[src/rtl/core/ucesc_pkg.sv]
// Package: shared types, constants and helper functions of the unicode escape decoder.
`timescale 1ns / 1ps
package ucesc_pkg;

	// Escape layout: backslash, 'u', then a fixed number of escape bytes
	localparam int ESC_DIGITS  = 4;
	// Escape bytes held back for a possible raw replay when the text ends early
	localparam int ESC_HELD    = ESC_DIGITS - 2;
	// Longest burst one item can cause: backslash, 'u', held bytes, current byte
	localparam int ESC_MAX_OUT = ESC_HELD + 3;
	localparam int CNT_W       = $clog2(ESC_MAX_OUT + 1);
	localparam int IDX_W       = $clog2(ESC_MAX_OUT);
	localparam int QUEUE_DEPTH = 4;

	localparam logic [7:0] CHR_BSL = 8'h5C;
	localparam logic [7:0] CHR_U   = 8'h75;

	localparam logic [15:0] UTF8_MAX1 = 16'h007F;
	localparam logic [15:0] UTF8_MAX2 = 16'h07FF;
	localparam logic [7:0]  UTF8_LEAD2 = 8'hC0;
	localparam logic [7:0]  UTF8_LEAD3 = 8'hE0;
	localparam logic [7:0]  UTF8_CONT  = 8'h80;

	// One burst of output bytes, first byte in entry 0
	typedef struct packed {
		logic [ESC_MAX_OUT-1:0][7:0] bytes;
		logic [CNT_W-1:0]            count;
		logic                        last;
	} cmd_t;

	// Hex digit value, or 16 for a byte that is no digit
	function automatic logic [4:0] hex_value(input logic [7:0] b);
		logic [4:0] r;
		r = 5'd16;
		if (b >= 8'h30 && b <= 8'h39)
			r = 5'(b - 8'h30);
		else if (b >= 8'h61 && b <= 8'h66)
			r = 5'(b - 8'h57);
		else if (b >= 8'h41 && b <= 8'h46)
			r = 5'(b - 8'h37);
		return r;
	endfunction

	// UTF-8 encoding of a 16-bit value as a burst of one to three bytes
	function automatic cmd_t utf8_cmd(input logic [15:0] c);
		cmd_t r;
		r = '0;
		if (c <= UTF8_MAX1) begin
			r.bytes[0] = c[7:0];
			r.count    = CNT_W'(1);
		end else if (c <= UTF8_MAX2) begin
			r.bytes[0] = UTF8_LEAD2 | {3'b000, c[10:6]};
			r.bytes[1] = UTF8_CONT | {2'b00, c[5:0]};
			r.count    = CNT_W'(2);
		end else begin
			r.bytes[0] = UTF8_LEAD3 | {4'b0000, c[15:12]};
			r.bytes[1] = UTF8_CONT | {2'b00, c[11:6]};
			r.bytes[2] = UTF8_CONT | {2'b00, c[5:0]};
			r.count    = CNT_W'(3);
		end
		return r;
	endfunction

endpackage

[src/rtl/core/ucesc_in_if.sv]
// Interface: input byte channel of the unicode escape decoder.
`timescale 1ns / 1ps
interface ucesc_in_if;
	logic       valid;
	logic       ready;
	logic [7:0] in_byte;
	logic       in_last;

	modport source (output valid, output in_byte, output in_last, input ready);
	modport sink   (input valid, input in_byte, input in_last, output ready);
endinterface

[src/rtl/core/ucesc_out_if.sv]
// Interface: output byte channel of the unicode escape decoder.
`timescale 1ns / 1ps
interface ucesc_out_if;
	logic       valid;
	logic       ready;
	logic [7:0] out_byte;
	logic       out_last;

	modport source (output valid, output out_byte, output out_last, input ready);
	modport sink   (input valid, input out_byte, input out_last, output ready);
endinterface

[src/rtl/core/ucesc_front.sv]
// Front end: accepts input bytes, tracks escapes and builds output bursts.
`timescale 1ns / 1ps
module ucesc_front (
	input  logic              clk,
	input  logic              arst_n,
	input  logic              in_valid,
	output logic              in_ready,
	input  logic [7:0]        in_byte,
	input  logic              in_last,
	input  logic              q_full,
	output logic              push,
	output ucesc_pkg::cmd_t   push_cmd
);
	import ucesc_pkg::*;

	localparam logic [2:0] PH_IDLE  = 3'd0;
	localparam logic [2:0] PH_BSL   = 3'd1;
	localparam logic [2:0] PH_U     = 3'd2;
	localparam logic [2:0] PH_FINAL = 3'(2 + ESC_DIGITS - 1);

	logic [2:0]  phase_q, phase_d;
	logic [15:0] code_q, code_d;
	logic        stopped_q, stopped_d;
	logic [7:0]  held_q [ESC_HELD];
	logic [7:0]  held_d [ESC_HELD];
	logic [1:0]  k;
	logic [4:0]  hv;
	logic [15:0] code_g;
	logic        stopped_g;
	cmd_t        cmd;
	logic        accept;

	assign in_ready = !q_full;
	assign accept   = in_valid && in_ready;
	assign k        = 2'(phase_q - PH_U);
	assign hv       = hex_value(in_byte);

	// Fold the current byte into the digit run
	always_comb begin
		code_g    = code_q;
		stopped_g = 1'b1;
		if (!stopped_q && hv < 5'd16) begin
			code_g    = {code_q[11:0], hv[3:0]};
			stopped_g = 1'b0;
		end
	end

	// Classify the byte and build its burst
	always_comb begin
		cmd       = '0;
		phase_d   = phase_q;
		code_d    = code_q;
		stopped_d = stopped_q;
		for (int i = 0; i < ESC_HELD; i++)
			held_d[i] = held_q[i];
		if (phase_q == PH_IDLE || phase_q > PH_FINAL) begin
			if (in_byte == CHR_BSL && !in_last) begin
				phase_d = PH_BSL;
			end else begin
				cmd.bytes[0] = in_byte;
				cmd.count    = CNT_W'(1);
				phase_d      = PH_IDLE;
			end
		end else if (phase_q == PH_BSL) begin
			if (in_byte == CHR_U && !in_last) begin
				phase_d   = PH_U;
				code_d    = '0;
				stopped_d = 1'b0;
			end else begin
				cmd.bytes[0] = CHR_BSL;
				if (in_byte == CHR_BSL && !in_last) begin
					cmd.count = CNT_W'(1);
				end else begin
					cmd.bytes[1] = in_byte;
					cmd.count    = CNT_W'(2);
					phase_d      = PH_IDLE;
				end
			end
		end else if (phase_q == PH_FINAL) begin
			cmd       = utf8_cmd(code_g);
			code_d    = code_g;
			stopped_d = stopped_g;
			phase_d   = PH_IDLE;
		end else if (in_last) begin
			// Replay the cut escape raw
			cmd.bytes[0] = CHR_BSL;
			cmd.bytes[1] = CHR_U;
			for (int i = 0; i < ESC_HELD; i++)
				if (i < int'(k))
					cmd.bytes[2 + i] = held_q[i];
			for (int j = 2; j < ESC_MAX_OUT; j++)
				if (j == int'(k) + 2)
					cmd.bytes[j] = in_byte;
			cmd.count = CNT_W'(k) + CNT_W'(3);
			phase_d   = PH_IDLE;
		end else begin
			code_d    = code_g;
			stopped_d = stopped_g;
			for (int i = 0; i < ESC_HELD; i++)
				if (i == int'(k))
					held_d[i] = in_byte;
			phase_d = phase_q + 3'd1;
		end
		if (in_last) begin
			phase_d  = PH_IDLE;
			cmd.last = 1'b1;
		end
	end

	assign push     = accept && (cmd.count != '0);
	assign push_cmd = cmd;

	// Advance the escape state on every accepted item
	always_ff @(posedge clk or negedge arst_n) begin
		if (!arst_n) begin
			phase_q   <= PH_IDLE;
			code_q    <= '0;
			stopped_q <= 1'b0;
		end else if (accept) begin
			phase_q   <= phase_d;
			code_q    <= code_d;
			stopped_q <= stopped_d;
		end
	end

	// Hold escape bytes for a possible raw replay
	always_ff @(posedge clk) begin
		if (accept) begin
			for (int i = 0; i < ESC_HELD; i++)
				held_q[i] <= held_d[i];
		end
	end

endmodule

[src/rtl/core/ucesc_queue.sv]
// Queue: short register FIFO of output bursts between front and back.
`timescale 1ns / 1ps
module ucesc_queue #(
	parameter int DEPTH = ucesc_pkg::QUEUE_DEPTH
) (
	input  logic            clk,
	input  logic            arst_n,
	input  logic            push,
	input  ucesc_pkg::cmd_t push_cmd,
	output logic            full,
	input  logic            pop,
	output logic            empty,
	output ucesc_pkg::cmd_t head
);
	import ucesc_pkg::*;

	localparam int PTR_W = (DEPTH > 1) ? $clog2(DEPTH) : 1;
	localparam int CNT_QW = $clog2(DEPTH + 1);

	cmd_t              mem_q [DEPTH];
	logic [PTR_W-1:0]  wr_q, rd_q;
	logic [CNT_QW-1:0] fill_q;

	assign full  = (fill_q == CNT_QW'(DEPTH));
	assign empty = (fill_q == '0);
	assign head  = mem_q[rd_q];

	// Advance pointers and fill count
	always_ff @(posedge clk or negedge arst_n) begin
		if (!arst_n) begin
			wr_q   <= '0;
			rd_q   <= '0;
			fill_q <= '0;
		end else begin
			if (push)
				wr_q <= (wr_q == PTR_W'(DEPTH - 1)) ? '0 : wr_q + 1'b1;
			if (pop)
				rd_q <= (rd_q == PTR_W'(DEPTH - 1)) ? '0 : rd_q + 1'b1;
			if (push && !pop)
				fill_q <= fill_q + 1'b1;
			else if (pop && !push)
				fill_q <= fill_q - 1'b1;
		end
	end

	// Store pushed bursts
	always_ff @(posedge clk) begin
		if (push)
			mem_q[wr_q] <= push_cmd;
	end

endmodule

[src/rtl/core/ucesc_back.sv]
// Back end: plays each queued burst out one byte per cycle while out_ready is high.
`timescale 1ns / 1ps
module ucesc_back (
	input  logic            clk,
	input  logic            arst_n,
	input  logic            empty,
	input  ucesc_pkg::cmd_t head,
	output logic            pop,
	output logic            out_valid,
	input  logic            out_ready,
	output logic [7:0]      out_byte,
	output logic            out_last
);
	import ucesc_pkg::*;

	logic [IDX_W-1:0] idx_q;
	logic             final_byte;

	assign final_byte = (CNT_W'(idx_q) + CNT_W'(1) == head.count);
	assign out_valid  = !empty;
	assign out_byte   = head.bytes[idx_q];
	assign out_last   = head.last && final_byte;
	assign pop        = out_valid && out_ready && final_byte;

	// Step through the burst, drop it after its last byte
	always_ff @(posedge clk or negedge arst_n) begin
		if (!arst_n) begin
			idx_q <= '0;
		end else if (out_valid && out_ready) begin
			idx_q <= final_byte ? '0 : idx_q + 1'b1;
		end
	end

endmodule

[src/rtl/core/unicode_escape_to_utf8.sv]
// Top level: backslash-u escape to UTF-8 stream decoder.
//
// Input channel in_ch carries one text byte per item with a last-byte flag;
// output channel out_ch carries the decoded bytes, the final one flagged.
// Each backslash-u escape with four following bytes is replaced by its 1, 2
// or 3 byte UTF-8 encoding; every other byte passes through unchanged, and an
// escape cut short by the end of text is replayed raw.
// While the queue is not full, the front end takes one byte per cycle and
// turns it into a burst of zero to five output bytes, pushed into a burst
// queue of QUEUE_DEPTH entries. The back end sends one byte per cycle from
// its head while out_ch is ready; a plain byte is queued first. Input rate
// is one byte per cycle while output keeps up: no burst is longer than the
// input items held for it, so only a raw replay, up to five bytes at once,
// can fill the queue and drop in_ch.ready while the back end catches up.
// Reset clears the escape state and empties the queue. When the receiver
// stalls, the head byte holds on out_ch and input stalls once the queue fills.
`timescale 1ns / 1ps
module unicode_escape_to_utf8 #(
	parameter int QUEUE_DEPTH = ucesc_pkg::QUEUE_DEPTH
) (
	input  logic       clk,
	input  logic       arst_n,
	ucesc_in_if.sink   in_ch,
	ucesc_out_if.source out_ch
);
	import ucesc_pkg::*;

	logic push, pop, q_full, q_empty;
	cmd_t push_cmd, head;

	ucesc_front u_front (
		.clk      (clk),
		.arst_n   (arst_n),
		.in_valid (in_ch.valid),
		.in_ready (in_ch.ready),
		.in_byte  (in_ch.in_byte),
		.in_last  (in_ch.in_last),
		.q_full   (q_full),
		.push     (push),
		.push_cmd (push_cmd)
	);

	ucesc_queue #(
		.DEPTH (QUEUE_DEPTH)
	) u_queue (
		.clk      (clk),
		.arst_n   (arst_n),
		.push     (push),
		.push_cmd (push_cmd),
		.full     (q_full),
		.pop      (pop),
		.empty    (q_empty),
		.head     (head)
	);

	ucesc_back u_back (
		.clk       (clk),
		.arst_n    (arst_n),
		.empty     (q_empty),
		.head      (head),
		.pop       (pop),
		.out_valid (out_ch.valid),
		.out_ready (out_ch.ready),
		.out_byte  (out_ch.out_byte),
		.out_last  (out_ch.out_last)
	);

endmodule
[src/flat_wrapper.sv]
// flat-port wrapper written by rule: the top's interface ports become plain ports
module unicode_escape_to_utf8_flat import ucesc_pkg::*;
#(
	parameter int QUEUE_DEPTH = ucesc_pkg::QUEUE_DEPTH
)
  (clk, arst_n, in_ch_valid, in_ch_in_byte, in_ch_in_last, in_ch_ready, out_ch_valid, out_ch_out_byte, out_ch_out_last, out_ch_ready);
  ucesc_in_if in_ch_i ();
  ucesc_out_if out_ch_i ();
  input  logic clk;
  input  logic arst_n;
  input wire logic [$bits(in_ch_i.valid)-1:0] in_ch_valid;
  input wire logic [$bits(in_ch_i.in_byte)-1:0] in_ch_in_byte;
  input wire logic [$bits(in_ch_i.in_last)-1:0] in_ch_in_last;
  output wire logic [$bits(in_ch_i.ready)-1:0] in_ch_ready;
  output wire logic [$bits(out_ch_i.valid)-1:0] out_ch_valid;
  output wire logic [$bits(out_ch_i.out_byte)-1:0] out_ch_out_byte;
  output wire logic [$bits(out_ch_i.out_last)-1:0] out_ch_out_last;
  input wire logic [$bits(out_ch_i.ready)-1:0] out_ch_ready;
  assign in_ch_i.valid = in_ch_valid;
  assign in_ch_i.in_byte = in_ch_in_byte;
  assign in_ch_i.in_last = in_ch_in_last;
  assign in_ch_ready = in_ch_i.ready;
  assign out_ch_valid = out_ch_i.valid;
  assign out_ch_out_byte = out_ch_i.out_byte;
  assign out_ch_out_last = out_ch_i.out_last;
  assign out_ch_i.ready = out_ch_ready;
  unicode_escape_to_utf8 #(.QUEUE_DEPTH(QUEUE_DEPTH)) u_core (.clk(clk), .arst_n(arst_n), .in_ch(in_ch_i), .out_ch(out_ch_i));
endmodule
[config.mk]
export PLATFORM = sky130hd
export DESIGN_NAME = unicode_escape_to_utf8_flat
export DESIGN_NICKNAME = d
export VERILOG_FILES = /design/src/rtl/core/ucesc_pkg.sv /design/src/rtl/core/ucesc_in_if.sv /design/src/rtl/core/ucesc_out_if.sv /design/src/rtl/core/ucesc_front.sv /design/src/rtl/core/ucesc_queue.sv /design/src/rtl/core/ucesc_back.sv /design/src/rtl/core/unicode_escape_to_utf8.sv /design/src/flat_wrapper.sv
export SDC_FILE = /design/constraint.sdc
export NUM_CORES = 1
export LEC_CHECK = 0
export BUFFER_PORTS_ARGS = -buffer_cell sky130_fd_sc_hd__buf_2
export CAP_MARGIN = 0
export CORE_MARGIN = 3
export CORE_UTILIZATION = 33
export DETAILED_ROUTE_END_ITERATION = 12
export GPL_TIMING_DRIVEN = 1
export SETUP_SLACK_MARGIN = 0.2
export SKIP_LAST_GASP = 1
export SLEW_MARGIN = 20
export SYNTH_ARGS = -nofsm -noshare
export SYNTH_HDL_FRONTEND = slang
export SYNTH_SLANG_ARGS = --single-unit
[constraint.sdc]
create_clock -name clk -period 14.65 [get_ports clk]
set_input_delay 2.93 -clock clk [delete_from_list [all_inputs] [get_ports clk]]
set_output_delay 2.93 -clock clk [all_outputs]
set_load 0.005 [all_outputs]
=== Word level (Yosys, flattened, before mapping) ===
Memory sizes are Yosys's and may differ from the RTL's.
Index checks and enable logic that the tools add are counted.

* Output and inout port bits: 11
* Input bits: 13
* Word-level logic and storage cells: 134
* Memories kept: 2
* Flip-flop bits (word level): 30
* Bits in writable memories: 192

{| class="wikitable"
|+ Memory list
! memory !! depth !! width !! rd ports !! clocked after memory_dff !! write ports !! line !! RTL
|-
| u_core.u_queue.mem_q || 4 || 44 || 1 || 0 || 1 || ucesc_queue.sv:20 || <nowiki>cmd_t mem_q [DEPTH];</nowiki>
|-
| u_core.u_front.held_q || 2 || 8 || 2 || 0 || 2 || ucesc_front.sv:24 || <nowiki>logic [7:0] held_q [ESC_HELD];</nowiki>
|}

* Eq/ne operators: 15
* Bitwise logic cells: 1
* Reductions and logical operators: 27
* $add $sub $neg: 12
* Mux-type cells: 57
* Magnitude comparators: 13

{| class="wikitable"
|+ Operator list
! kind !! count
|-
| 16-bit two-way mux || 10
|-
| 43-bit two-way mux || 2
|-
| 8-bit two-way mux || 10
|-
| 3-bit by 32-bit == test with 1-bit output, first input constant || 2
|-
| 19-bit two-way mux || 2
|-
| 11-bit two-way mux || 3
|-
| 32-bit two-way mux || 1
|-
| 3-bit two-way mux || 9
|-
| 8-bit binary-select mux with 3-bit select || 1
|-
| 24-bit two-way mux || 1
|-
| 17-bit two-way mux || 1
|-
| 8-bit by 7-bit == test with 1-bit output, second input constant || 2
|-
| 8-bit by 7-bit greater-or-equal comparator with 1-bit output, second input constant || 2
|-
| 16-bit by 11-bit less-or-equal comparator with 1-bit output, second input constant || 1
|-
| 16-bit by 7-bit less-or-equal comparator with 1-bit output, second input constant || 1
|-
| 8-bit by 7-bit less-or-equal comparator with 1-bit output, second input constant || 2
|-
| 5-bit two-way mux || 3
|-
| 5-bit subtractor, second input constant || 3
|-
| 1-bit logical AND || 13
|-
| 1-bit two-way mux || 11
|-
| 3-bit by 1-bit adder with 3-bit output, second input constant || 3
|-
| 8-bit by 6-bit greater-or-equal comparator with 1-bit output, second input constant || 1
|-
| 8-bit by 6-bit less-or-equal comparator with 1-bit output, second input constant || 1
|-
| 2-bit by 2-bit adder with 3-bit output, second input constant || 2
|-
| 26 further kinds || 38
|}

=== Logic depth before layout (Yosys ltp) ===
* Word-level depth: 20
* Gate-level depth with buffers: 16
* Mapped depth without buffers: 14

=== Hierarchy ===
From an unflattened synthesis, not the netlist that was laid out.

* Cell total of the unflattened synthesis: 649
* Area, all modules: 10212.3 µm²

{| class="wikitable"
|+ Modules (own cells, without submodules)
! module !! area an instance (µm²) !! seq. area each (µm²) !! times used !! cells each
|-
| ucesc_queue || 6825.3 || 5460.2 || 1 || 267
|-
| ucesc_front || 2832.7 || 980.9 || 1 || 323
|-
| ucesc_back || 554.3 || 75.1 || 1 || 59
|}

=== Worst setup path after synthesis ===
OpenSTA, ideal clock, no wires.

* Path kind: in2reg
* Start: input in_ch_in_byte[1]
* End: memory u_core.u_queue.mem_q[0][0] in the netlist's numbering, enable pin
* Buffers on the path: 2
* Path slack: 6042 ps
* Data arrival time: 8099 ps
* Required time: 14141 ps
* Cell stages on the path: 10
* Library setup time: 509 ps
* Cells stage by stage: buf_2 > inv_1 > ha_1 > or3b_1 > o211a_2 > o21a_1 > buf_6 > o311ai_2 > a211oi_2 > nor3b_1

{| class="wikitable"
|+ RTL lines
! what !! line !! RTL
|-
| start: declaration || flat_wrapper.sv:12 || <nowiki>input wire logic [$bits(in_ch_i.in_byte)-1:0] in_ch_in_byte;</nowiki>
|-
| end: declaration || ucesc_queue.sv:20 ||
|}

==> summary.txt <==
Layout
  • Area delta synth->final: 12.31%
  • Layout cells sized above 1: 21.21%
  • Fin nets: 722
  • Area of the multi-input gates: 0.003536 sq mm
  • Reg area: 0.006521 sq mm
  • Filler cell count: 2868
  • Final Util: 37.79%

Logic synthesis
  • Mean Syn Cell Area: 15.33 sq um
  • Mapped Area: 0.01035 sq mm
  • FF+latch count, synth: 222
  • Compound-gate portion of the synthesized area: 8.538%
  • Mux contribution to synthesized area: 15.00%
  • Area leader, netlist: edfxtp_1
  • Main combinational cell family by area after synthesis: multiplexers
  • Synth Warn #: 0
  • Synth Area in Adders: 1.887%
  • Post-synthesis cell count: 675
  • Sequential area share after synthesis: 62.98%
  • Post-Synth XOR/XNOR Area: 0.5926%
  • Post-Syn Nets: 703
  • Largest cells by area after synthesis: edfxtp_1 (56%), mux4_2 (11%), dfrtp_1 (7.3%)
  • Synth top area share: 55.73%
  • Ys flop type: edfxtp_1
  • Most frequent cells after synthesis: edfxtp_1 (192), mux4_2 (52), nor2_1 (41)
  • Number of synthesized flops with an enable pin: 192
  • Async SR Flop Fraction: 13.51%
  • Simple-gate share of the synthesized area: 7.970%
  • Synth cell types: 72
  • Leading cell type by number of instances after synthesis: edfxtp_1

Global route
  • Grt ovf: 0
  • M1 GR Usage: 19.76%
  • M3 GR Usage: 2.142%
  • Wire length of the first global-routing pass: 36060 microns
  • Vias in the first global route: 5904
  • Initial antenna violation count: 1
  • Largest net degree at the start of global routing: 48
  • GRT Total Usage: 13.91%
  • Grt met2 use: 22.65%
  • Busiest layer in global routing: met2

Clock tree
  • H-tree depth: 1
  • Clk sinks: 222
  • Clock Latency Late Sink: 0.51 ns
  • CTS Buf Count: 24
  • Root Driver: clkbuf_16
  • CTS hold repair buffers: 0
  • CTS tree: done
  • Clk slew on worst S/H paths: 0.05 ns
  • Post_cts resized: 0
  • Clock buffer depth: 3
  • # Post-CTS Setup Buffers: 0

Setup path
  • Nature of the critical path endpoint: register
  • Critical path startpoint category: input port
  • CP arrival: 6.65 ns
  • Critical path class: in -> reg
  • WP data required: 15.07 ns
  • Crit-path max FO: 28

Hold path
  • Min-delay worst type: reg -> reg

Route
  • Post-route ant nets: 0
  • Vias/cell: 5.398
  • Total wire length: 23420 microns
  • Iteration-0 DRC Markers: 535
  • Vias: 5986
  • Drt wl/cell: 21.12 microns
  • Drt pass-1 iters: 5
  • DRC violations left: 0

Placement
  • Pre-CTS WS: 7.915 ns
  • Routability cong.: 0.8875
  • I/O Buffers: 23
  • Placed wire-length estimate: 15370 microns

STA
  • Setup Skew: 0.01647 ns
  • Final Critical Period: 6.231 ns
  • Final worst slack: 8.419 ns
  • Period utilisation layout: 42.53%
  • Max Clk Rate: 0.1605 GHz
  • RSZ-0062 raised after global routing: no
  • Setup TNS: 0 ns
  • Worst Tran Pin Value: 0.9424 ns
  • Setup Viol. Count Final: 0
  • Hold Fails Final Rpt: 0
  • Slew margin rel.: 37.17%
  • Final Max Slew Viols: 0

Floorplanning
  • Die X-Extent: 183.1 microns
  • Die area: 0.03351 sq mm
  • Core Region: 0.03075 sq mm
  • Starting density of the core: 33.65%
  • FP Rows: 64
  • Die H: 183.1 microns
  • IO Pins: 24

Power and ir drop
  • VDD IR max: 0.08684 mV
  • PwrDens: 167.3 mW/mm^2
  • Leak pwr: 4.021 nW

Status
  • Outcome: completed

Job
  • MaxCap Viol Count: 0
-- layout by cell type (no fill, tap or decap), drive strengths merged, types with 8 or more instances in the layout --
master / netlist / routed
edfxtp: 192 / 192
mux4: 52 / 52
nor2: 41 / 41
inv: 33 / 35
nand2: 32 / 32
clkbuf: 18 / 32
buf: 20 / 31
dfrtp: 30 / 30
mux2i: 24 / 24
o21ai: 23 / 23
a21oi: 14 / 14
ha: 14 / 14
and3: 11 / 11
nand3: 11 / 11
o22ai: 11 / 11
mux2: 11 / 11
a22o: 10 / 10
nor3: 10 / 10
nor4: 9 / 9
nand2b: 8 / 8
-- cell families (layout without fill, tap and decap cells) --
| family | count (synthesis) | count (layout) |
|---|---|---|
| flops | 222 | 222 |
| simple gates | 156 | 156 |
| other cells | 0 | 1 |
| xor+xnor | 7 | 7 |
| fa+ha+maj | 15 | 15 |
| mux | 87 | 87 |
| compound gates | 117 | 117 |
| buf+inv | 71 | 108 |
-- through the flow --
step                      cells  hold slack [ns]  power, mW  cell area, sq um
after floorplan             675           0.4770      1.239             10350
after global placement     1064           0.5069      1.388             10850
after detailed placement   1064           0.5312      1.395             10850
after CTS                  1108           0.5441      1.981             11620
after global routing       1109           0.5612      2.046             11620
final                      1109           0.5361      1.943             11620
-- worst max-delay path: stages --
cell and delay (ns):
buf_2 0.23, inv_1 0.10, ha_1 0.22, or3b_1 0.36, o211a_2 0.18, o21a_1 0.17
buf_4 0.25, o311ai_2 0.72, a211oi_2 0.18, nor2_1 0.15, ha_1 0.20, inv_1 0.07
fa_1 0.43, xor2_1 0.17, nor2_1 0.13, xor2_1 0.17
-- layer usage --
layer | routed length (microns) | share of wire (%)
met4 | 489 | 2.1
met3 | 1277 | 5.5
met5 | 0 | 0
met1 | 10320 | 44
met2 | 11340 | 48
-- sequential cells by signal (all words and copies together), names as in the netlist --
register                  flops
u_core.u_queue.fill_q         3
u_core.u_back.idx_q           3
u_core.u_front.held_q        16
u_core.u_queue.rd_q           2
u_core.u_front.phase_q        3
u_core.u_front.stopped_q      1
u_core.u_queue.wr_q           2
u_core.u_front.code_q        16
u_core.u_queue.mem_q        176
-- final cells by class --
type | instances | share of cell area, %
clock buffer | 32 | 5.610
antenna | 1 | 0.02154
tap | 396 | 4.264
clock inverter | 12 | 0.9799
timing repair buffer | 31 | 1.507
inverter | 33 | 1.066
multi-input combinational | 382 | 30.43
sequential | 222 | 56.12
-- final timing paths --
check / startpoint / endpoint / slack (ns) / cells past startpoint
worst min register to register: u_core.u_queue.fill_q[2]$_DFFE_PN0P_ / u_core.u_queue.fill_q[2]$_DFFE_PN0P_ / 0.54 / 1
max in group asynchronous: arst_n / u_core.u_queue.rd_q[0]$_DFFE_PN0P_ / 11.62 / 1
min in group asynchronous: arst_n / u_core.u_front.code_q[0]$_DFFE_PN0P_ / 2.47 / 1
worst max register to register: u_core.u_front.phase_q[1]$_DFFE_PN0P_ / u_core.u_queue.fill_q[2]$_DFFE_PN0P_ / 10.81 / 14
worst min-delay path: u_core.u_queue.fill_q[2]$_DFFE_PN0P_ / u_core.u_queue.fill_q[2]$_DFFE_PN0P_ / 0.54 / 1
worst max-delay path: in_ch_in_byte[1] / u_core.u_queue.fill_q[2]$_DFFE_PN0P_ / 8.42 / 16
-- report_power, final --
group          internal (mW)  switching, mW
combinational          0.250          0.225
clock                  0.348          0.234
sequential             0.800         0.0872
total                   1.40          0.546
(Power assumes the default switching activity.)
